`src/rtl/core/pdtc_pkg.sv`:
```
`default_nettype none

package pdtc_pkg;

    localparam int unsigned PERIOD_W     = 11;
    localparam int unsigned ELAPSED_W    = 11;
    localparam int unsigned WORD_W       = 16;
    localparam int unsigned UPTIME_W     = 32;
    localparam int unsigned APB_DATA_W   = 32;
    localparam int unsigned APB_ADDR_W   = 2;

    localparam logic [APB_ADDR_W-1:0] ADDR_PERIOD = '0;

    localparam logic [PERIOD_W-1:0]  PERIOD_RESET = 11'd20;
    localparam logic [ELAPSED_W:0]   STEP_MS      = 12'd2000;

    localparam logic [WORD_W-1:0] TIME_RESET   = 16'h0000;
    localparam logic [WORD_W-1:0] DATE_RESET   = 16'h0021;

    localparam logic [WORD_W-1:0] MASK_KEEP_HI5 = 16'hFFE0;
    localparam logic [WORD_W-1:0] MINUTE_ONE    = 16'h0020;
    localparam logic [WORD_W-1:0] MASK_NO_MIN   = 16'hF81F;
    localparam logic [WORD_W-1:0] HOUR_ONE      = 16'h0800;
    localparam logic [WORD_W-1:0] MASK_HOUR     = 16'hF800;
    localparam logic [WORD_W-1:0] MASK_MINUTE   = 16'h07E0;
    localparam logic [WORD_W-1:0] MASK_LEAP     = 16'h0600;
    localparam logic [WORD_W-1:0] MONTH_DAY_ONE = 16'h0021;
    localparam logic [WORD_W-1:0] MASK_YEAR     = 16'hFE00;
    localparam logic [WORD_W-1:0] YEAR_JAN_ONE  = 16'h0221;
    localparam logic [WORD_W-1:0] MASK_MONTH    = 16'h01E0;

    localparam logic [WORD_W-1:0] MINUTE_WRAP = 16'(60 << 5);
    localparam logic [WORD_W-1:0] HOUR_WRAP   = 16'(24 << 11);
    localparam logic [WORD_W-1:0] MONTH_LAST  = 16'(12 << 5);

    typedef enum logic [1:0] {
        REQ_TICK      = 2'd0,
        REQ_LOAD_TIME = 2'd1,
        REQ_LOAD_DATE = 2'd2
    } t_req_type;

    // Month 0 and months 13 to 15 are zero days long.
    function automatic logic [4:0] month_days(input logic [3:0] month);
        logic [4:0] days;
        case (month)
            4'd1, 4'd3, 4'd5, 4'd7, 4'd8, 4'd10, 4'd12: days = 5'd31;
            4'd4, 4'd6, 4'd9, 4'd11:                     days = 5'd30;
            4'd2:                                         days = 5'd28;
            default:                                      days = 5'd0;
        endcase
        return days;
    endfunction

    function automatic logic [WORD_W-1:0] bump_month(input logic [WORD_W-1:0] date);
        logic [WORD_W-1:0] b1;
        b1 = (date & MASK_KEEP_HI5) + MONTH_DAY_ONE;
        if ((b1 & MASK_MONTH) <= MONTH_LAST) begin
            return b1;
        end
        return (b1 & MASK_YEAR) + YEAR_JAN_ONE;
    endfunction

    function automatic logic [WORD_W-1:0] advance_date(input logic [WORD_W-1:0] date);
        logic [WORD_W-1:0] d1;
        logic [4:0]        day;
        logic [3:0]        month;
        d1    = date + 16'd1;
        day   = d1[4:0];
        month = d1[8:5];
        if (date[4:0] == 5'd31) begin
            return bump_month(date);
        end
        if (day <= 5'd28) begin
            return d1;
        end
        if (month == 4'd2 && (d1 & MASK_LEAP) == 16'd0) begin
            return (day <= 5'd29) ? d1 : bump_month(d1);
        end
        return (day <= month_days(month)) ? d1 : bump_month(d1);
    endfunction

endpackage

`default_nettype wire

```
`src/rtl/core/packed_date_time_clock_unit.sv`:
```
`default_nettype none

// Wall clock in packed DOS time/date form with a wrapping millisecond uptime
// counter. Each beat is a tick (adds tick_period_ms, advancing the two-second
// field every 2000 ms with carries through minutes, hours and the date), a
// time word load or a date word load; request type 3 leaves the state alone.
// Every beat returns one result beat with the state after it. One beat is
// taken per clock unless the output stalls; a taken beat is held in the input
// register and its result is presented from the state/result register, with
// the whole update in between. tick_period_ms is at APB address 0 (reset 20).
module packed_date_time_clock_unit (
    input  wire logic                                 i_clk,
    input  wire logic                                 i_rst_n,

    input  wire logic                                 i_in_valid,
    output logic                                      o_in_ready,
    input  wire logic [1:0]                           i_req_type,
    input  wire logic [pdtc_pkg::WORD_W-1:0]          i_load_value,

    output logic                                      o_out_valid,
    input  wire logic                                 i_out_ready,
    output logic [pdtc_pkg::WORD_W-1:0]               o_time_word,
    output logic [pdtc_pkg::WORD_W-1:0]               o_date_word,
    output logic [pdtc_pkg::UPTIME_W-1:0]             o_uptime_ms,
    output logic                                      o_second_step,

    input  wire logic                                 psel,
    input  wire logic                                 penable,
    input  wire logic                                 pwrite,
    input  wire logic [pdtc_pkg::APB_ADDR_W-1:0]      paddr,
    input  wire logic [pdtc_pkg::APB_DATA_W-1:0]      pwdata,
    output logic [pdtc_pkg::APB_DATA_W-1:0]           prdata,
    output logic                                      pready
);

    logic [pdtc_pkg::PERIOD_W-1:0]   r_period;

    logic                            r_in_valid;
    pdtc_pkg::t_req_type             r_req;
    logic [pdtc_pkg::WORD_W-1:0]     r_load;

    logic                            r_out_valid;
    logic                            r_step;
    logic [pdtc_pkg::ELAPSED_W-1:0]  r_elapsed;
    logic [pdtc_pkg::WORD_W-1:0]     r_time;
    logic [pdtc_pkg::WORD_W-1:0]     r_date;
    logic [pdtc_pkg::UPTIME_W-1:0]   r_uptime;

    logic [pdtc_pkg::ELAPSED_W-1:0]  n_elapsed;
    logic [pdtc_pkg::WORD_W-1:0]     n_time;
    logic [pdtc_pkg::WORD_W-1:0]     n_date;
    logic [pdtc_pkg::UPTIME_W-1:0]   n_uptime;
    logic                            n_step;

    logic                            advance;
    logic                            cfg_write;
    logic                            period_sel;

    assign advance    = r_in_valid && (!r_out_valid || i_out_ready);
    assign o_in_ready = !r_in_valid || advance;
    assign period_sel = (paddr == pdtc_pkg::ADDR_PERIOD);
    assign cfg_write  = psel && penable && pwrite && pready && period_sel;

    assign pready = 1'b1;
    assign prdata = period_sel
                  ? {{(pdtc_pkg::APB_DATA_W - pdtc_pkg::PERIOD_W){1'b0}}, r_period}
                  : '0;

    always_ff @(posedge i_clk) begin
        if (!i_rst_n) begin
            r_period <= pdtc_pkg::PERIOD_RESET;
        end else if (cfg_write) begin
            r_period <= pwdata[pdtc_pkg::PERIOD_W-1:0];
        end
    end

    // Input register
    always_ff @(posedge i_clk) begin
        if (!i_rst_n) begin
            r_in_valid <= 1'b0;
        end else if (o_in_ready) begin
            r_in_valid <= i_in_valid;
        end
    end

    always_ff @(posedge i_clk) begin
        if (o_in_ready && i_in_valid) begin
            r_req  <= pdtc_pkg::t_req_type'(i_req_type);
            r_load <= i_load_value;
        end
    end

    // Next state for the beat held in the input register
    always_comb begin
        logic [pdtc_pkg::ELAPSED_W:0] sum;
        logic [pdtc_pkg::WORD_W-1:0]  t1;
        logic [pdtc_pkg::WORD_W-1:0]  t2;
        logic [pdtc_pkg::WORD_W-1:0]  t3;
        logic [pdtc_pkg::WORD_W-1:0]  t_adv;
        logic [pdtc_pkg::WORD_W-1:0]  d_adv;

        sum = {1'b0, r_elapsed} + {1'b0, r_period};
        t1  = r_time + 16'd1;
        t2  = (t1 & pdtc_pkg::MASK_KEEP_HI5) + pdtc_pkg::MINUTE_ONE;
        t3  = (t2 & pdtc_pkg::MASK_NO_MIN) + pdtc_pkg::HOUR_ONE;
        d_adv = r_date;
        if (t1[4:0] != 5'd30) begin
            t_adv = t1;
        end else if ((t2 & pdtc_pkg::MASK_MINUTE) != pdtc_pkg::MINUTE_WRAP) begin
            t_adv = t2;
        end else if ((t3 & pdtc_pkg::MASK_HOUR) != pdtc_pkg::HOUR_WRAP) begin
            t_adv = t3;
        end else begin
            t_adv = '0;
            d_adv = pdtc_pkg::advance_date(r_date);
        end

        n_elapsed = r_elapsed;
        n_time    = r_time;
        n_date    = r_date;
        n_uptime  = r_uptime;
        n_step    = 1'b0;
        case (r_req)
            pdtc_pkg::REQ_TICK: begin
                n_uptime = r_uptime + {{(pdtc_pkg::UPTIME_W - pdtc_pkg::PERIOD_W){1'b0}},
                                       r_period};
                if (sum >= pdtc_pkg::STEP_MS) begin
                    n_elapsed = pdtc_pkg::ELAPSED_W'(sum - pdtc_pkg::STEP_MS);
                    n_step    = 1'b1;
                    n_time    = t_adv;
                    n_date    = d_adv;
                end else begin
                    n_elapsed = sum[pdtc_pkg::ELAPSED_W-1:0];
                end
            end
            pdtc_pkg::REQ_LOAD_TIME: n_time = r_load;
            pdtc_pkg::REQ_LOAD_DATE: n_date = r_load;
            default: ;
        endcase
    end

    // State doubles as the result register
    always_ff @(posedge i_clk) begin
        if (!i_rst_n) begin
            r_out_valid <= 1'b0;
            r_step      <= 1'b0;
            r_elapsed   <= '0;
            r_time      <= pdtc_pkg::TIME_RESET;
            r_date      <= pdtc_pkg::DATE_RESET;
            r_uptime    <= '0;
        end else begin
            if (advance) begin
                r_out_valid <= 1'b1;
                r_step      <= n_step;
                r_elapsed   <= n_elapsed;
                r_time      <= n_time;
                r_date      <= n_date;
                r_uptime    <= n_uptime;
            end else if (i_out_ready) begin
                r_out_valid <= 1'b0;
            end
        end
    end

    assign o_out_valid   = r_out_valid;
    assign o_time_word   = r_time;
    assign o_date_word   = r_date;
    assign o_uptime_ms   = r_uptime;
    assign o_second_step = r_step;

    a_hold_state: assert property (@(posedge i_clk) disable iff (!i_rst_n)
        !advance |=> $stable(r_time) && $stable(r_date) && $stable(r_uptime))
        else $error("clock state changed without a beat moving through");

    a_load_keeps_uptime: assert property (@(posedge i_clk) disable iff (!i_rst_n)
        advance && r_req != pdtc_pkg::REQ_TICK |=> $stable(r_uptime) && !r_step)
        else $error("non-tick beat touched uptime or stepped the clock");

    a_result_follows: assert property (@(posedge i_clk) disable iff (!i_rst_n)
        advance |=> o_out_valid)
        else $error("processed beat produced no result");

    a_stall_full: assert property (@(posedge i_clk) disable iff (!i_rst_n)
        !o_in_ready |-> r_in_valid && r_out_valid && !i_out_ready)
        else $error("input stalled while the pipeline can move");

endmodule

`default_nettype wire

```
`config.mk`:
```
export PLATFORM = sky130hd
export DESIGN_NAME = packed_date_time_clock_unit
export DESIGN_NICKNAME = d
export VERILOG_FILES = /design/src/rtl/core/pdtc_pkg.sv /design/src/rtl/core/packed_date_time_clock_unit.sv
export SDC_FILE = /design/constraint.sdc
export NUM_CORES = 1
export LEC_CHECK = 0
export ABC_CLOCK_PERIOD_IN_PS = 4000
export BUFFER_PORTS_ARGS = -buffer_cell sky130_fd_sc_hd__buf_2
export CAP_MARGIN = 5
export CORE_ASPECT_RATIO = 2
export CORE_MARGIN = 8
export CORE_UTILIZATION = 40
export DETAILED_ROUTE_END_ITERATION = 12
export HOLD_SLACK_MARGIN = 0.02
export MAX_ROUTING_LAYER = met4
export PLACE_DENSITY = 0.62
export SYNTH_ARGS = -nofsm -noshare
export SYNTH_HDL_FRONTEND = slang
export SYNTH_SLANG_ARGS = --single-unit
export TNS_END_PERCENT = 5
```
`constraint.sdc`:
```
create_clock -name i_clk -period 4 [get_ports i_clk]
set_input_delay 0.8 -clock i_clk [delete_from_list [all_inputs] [get_ports i_clk]]
set_output_delay 0.8 -clock i_clk [all_outputs]
set_load 0.02 [all_outputs]
```
==> qor_table.md <==
| Group | Parameter | This run |
|---|---|---|
| placed design | Routability congestion estimate from global placement | 0.954 |
| critical path | CP max-delay cell | sky130_fd_sc_hd__dfxtp_1 |
| critical path | Peak fanout along the critical path | 7 |
| clocking | Clock tree from TritonCTS | built |
| clocking | Clock Path Buffers | 2 |
| clocking | Sinks on the clock net | 107 |
| power | Peak VDD IR | 0.222 mV |
| synth | Most common cell in the synthesized netlist | sky130_fd_sc_hd__nand2_1 |
| critical path | Required time reported for the critical path endpoint | 4.26 ns |
| floorplan | Die Outline Area | 0.0264 mm^2 |
| timing | Final critical-path required period | 3.73 ns |
| placed design | Worst setup timing slack at the placement stage | 0.166 ns |
| run | Maximum capacitance violations | 0 |
| route | Via total after detailed routing | 8280 |
| route | Drt first-iter violations | 305 |
| synth | Number of distinct library cells after synthesis | 88 |
| synth | Synthesized netlist cell count | 1073 |
| global route | First-pass GRT wire length | 43.6 mm |
| route | Number of nets with antenna violations after detailed routing | 0 |
| critical path | Crit path kind | reg2reg |
| synth | EDFF count, synth | 18 |
| synth | Cell accounting for the most synthesized area | sky130_fd_sc_hd__dfxtp_1 |
| layout | Fraction of final layout cells with drive strength greater than 1 | 19.4% |
| critical path | Ordered cell list for the critical path | buf_4 > nand2_1 > nor2_2 > xor2_1 > ha_1 > o31a_1 > nand2_2 > xnor2_1 > inv_1 > ha_1 > nand3_1 > nor2_1 > nand3_1 > a2bb2oi_4 > mux2_1 |
| timing | Period utilisation layout | 93.2% |
| clocking | Maximum level of the CTS H-tree | 3 |
| clocking | CTS Buf Count | 9 |
| timing | Setup-failing EPs final | 0 |
| layout | Post-layout util | 47.2% |
| placed design | Detailed Place HPWL | 21.3 mm |
| power | Leak | 0.00407 uW |
| floorplan | Std-Cell Core Area | 0.0209 mm^2 |
| status | Status | finished clean |
| critical path | Data arrival at the endpoint of the critical path | 3.98 ns |
| timing | Upper clock frequency limit | 268 MHz |
| placed design | Port Buffer Count | 115 |
| route | WL per Instance | 18.2 um |
| clocking | Number of hold buffers added after cts | 0 |
| timing | Setup repair after global routing missed its margin | yes |
| synth | Synthesized area divided by synthesized cell count | 7.89 um^2 |
| timing | Worst Tran Pin Value | 1.14 ns |
| critical path | Setup crit start kind | flop |
| clocking | Root buffer selected by CTS | sky130_fd_sc_hd__clkbuf_16 |
| global route | Total overflow reported by the global router | 0 |
| floorplan | Initial Util | 40.4% |
| timing | Crit path setup slack, layout | 0.274 ns |
| synth | Primary FF master, synth | sky130_fd_sc_hd__dfxtp_1 |
| power | Power density over the cells | 238 mW/mm^2 |
| global route | Number of global-route vias before repair | 8446 |
| layout | Fillcell total | 2139 |
| floorplan | Die boundary height | 222 um |
| layout | Area grow syn2layout | 16.7% |
| global route | Total routing usage reported by global routing | 20.9% |
| power | Power after layout | 2350 uW |
| timing | Worst slew slack as a fraction of its limit | 23.8% |
| clocking | Clock-pin slew reported for the worst setup and hold paths after clock tree synthesis | 0.08 ns |
| synth | Proportion of netlist area held by the largest area contributor | 21.0% |
| synth | Cell types occupying the most area after synthesis | sky130_fd_sc_hd__dfxtp_1 21%, sky130_fd_sc_hd__edfxtp_1 6.4%, sky130_fd_sc_hd__ha_1 6.1% |
| timing | Final Max Tran Viols | 0 |
| timing | Clock skew | 0.0106 ns |
| critical path | Crit-path max cell delay | 0.45 ns |
| global route | Largest net degree at the start of global routing | 60 |
| synth | Sequential-to-total area share from yosys stat | 27.4% |
| route | Total routed wirelength | 26.8 mm |
| min path | Class of the most critical hold timing path | reg2reg |
| route | DRT Pass-1 Iters | 5 |
| layout | Inserted Diodes | 0 |
| synth | YS warnings | 0 |
| synth | Proportion of register bits with asynchronous set or reset after synthesis | 0% |
| route | Per-cell via count in the routed design | 5.62 |
| timing | Fin. Hold Viols | 0 |
| clocking | Clock insertion delay at the later pin of the skew report | 0.36 ns |
| floorplan | Width of the die | 119 um |
| global route | Initial antenna violation count | 0 |
| layout | NumNets Final | 1301 |
| route | DRC violations left | 0 |
| floorplan | FP Rows | 75 |
| floorplan | Ports placed on the boundary | 159 |
| synth | Combined area of all synthesized cells | 0.00846 mm^2 |
| synth | Most frequent cells after synthesis | 131 x sky130_fd_sc_hd__nand2_1, 90 x sky130_fd_sc_hd__nor2_1, 89 x sky130_fd_sc_hd__dfxtp_1 |
| synth | Synthesis-stage register bit count | 107 |
| critical path | Worst setup EP type | flop |
[per-layer routing]
metal / up-vias / routed length (um) / global-route usage, % / share of wire, %
met5: - / 0 / - / 0
met4: 0 / 1280 / 11.1 / 4.8
met3: 68 / 1160 / 3.93 / 4.4
met2: 214 / 14800 / 39.5 / 55
met1: 3921 / 9560 / 19.2 / 36
li1: 4077 / - / - / -
[area by class of cell]
type                       instances  area (um^2)  area share [%]
multi-input combinational        868         5700            57.7
sequential                       107         2320            23.5
timing repair buffer             180         1080            10.9
tap                              269          337            3.41
clock buffer                      10          239            2.42
inverter                          33          124            1.25
clock inverter                     6         75.1           0.760
[kinds of logic (layout without fill, tap and decap cells)]
| kind of cell | Yosys count | after routing | synth area share [%] |
|---|---|---|---|
| AO/OA/AOI/OAI | 243 | 243 | 20.0 |
| XOR/XNOR | 70 | 70 | 7.24 |
| adder cells (fa/ha/maj) | 43 | 43 | 6.53 |
| buffers and inverters | 118 | 229 | 6.68 |
| flip-flops | 107 | 107 | 27.4 |
| multiplexers | 46 | 46 | 5.53 |
| other | 2 | 22 | 0.0887 |
| AND/OR/NAND/NOR | 444 | 444 | 26.5 |
[where the power goes]
part | internal (uW) | switching (uW) | leakage [uW] | total, uW
logic | 92.7 | 165 | 0.00303 | 258
registers | 1120 | 29.5 | 0.000895 | 1150
clock network | 510 | 438 | 0.000149 | 948
total | 1720 | 633 | 0.00407 | 2350
[repair_timing]
action	4_1_cts	5_1_grt
setup buffers	0	3
endpoints found under the setup margin	0	16
gates resized for setup	0	11
[worst max-delay path: cells and delay by family (launching register included)]
kind,cells,cell delay (ns)
multiplexers,1,0.35
adder cells (fa/ha/maj),2,0.47
buffers and inverters,2,0.37
AO/OA/AOI/OAI,2,0.48
AND/OR/NAND/NOR,6,0.84
XOR/XNOR,2,0.65
flip-flops,1,0.45
[per-stage QoR]
stage / instance area [um^2] / hold slack (ns) / setup TNS, ns / std cells
2_1_floorplan: 8550 / 0.436 / 0 / 1093
3_3_place_gp: 9500 / 0.446 / 0 / 1454
3_5_place_dp: 9500 / 0.455 / 0 / 1454
4_1_cts: 9810 / 0.465 / 0 / 1470
5_1_grt: 9880 / 0.492 / -0.0293 / 1473
6_report: 9880 / 0.461 / 0 / 1473
[layout by cell type, fill, tap and decap left out, types with 22 or more instances in the layout]
| cell | n |
|---|---|
| sky130_fd_sc_hd__o21ai_0 | 26 |
| sky130_fd_sc_hd__ha_1 | 40 |
| sky130_fd_sc_hd__nor3_1 | 25 |
| sky130_fd_sc_hd__nand2_1 | 129 |
| sky130_fd_sc_hd__inv_1 | 31 |
| sky130_fd_sc_hd__conb_1 | 22 |
| sky130_fd_sc_hd__and2_1 | 25 |
| sky130_fd_sc_hd__mux2i_1 | 40 |
| sky130_fd_sc_hd__xnor2_1 | 49 |
| sky130_fd_sc_hd__buf_2 | 115 |
| sky130_fd_sc_hd__buf_4 | 64 |
| sky130_fd_sc_hd__dfxtp_1 | 87 |
| sky130_fd_sc_hd__nand2b_1 | 27 |
| sky130_fd_sc_hd__nor2_1 | 88 |
| sky130_fd_sc_hd__a21oi_1 | 68 |
| sky130_fd_sc_hd__nand3_1 | 36 |
[final timing paths]
| check | slack, ns | cells past startpoint | startpoint | endpoint |
|---|---|---|---|---|
| hold / removal | 0.46 | 2 | r_elapsed[0] | r_elapsed[0] |
| hold reg to reg | 0.46 | 2 | r_elapsed[0] | r_elapsed[0] |
| setup / recovery | 0.27 | 15 | o_time_word[0] | o_date_word[5] |
| setup reg to reg | 0.27 | 15 | o_time_word[0] | o_date_word[5] |
[state kept, by name, indices dropped and copies added (netlist names), 2 cells and up]
register	count
r_elapsed	11
r_req	2
o_uptime_ms	32
o_time_word	16
r_period	11
r_load	16
o_date_word	16
Note: power is estimated with default switching activity, not from simulation.
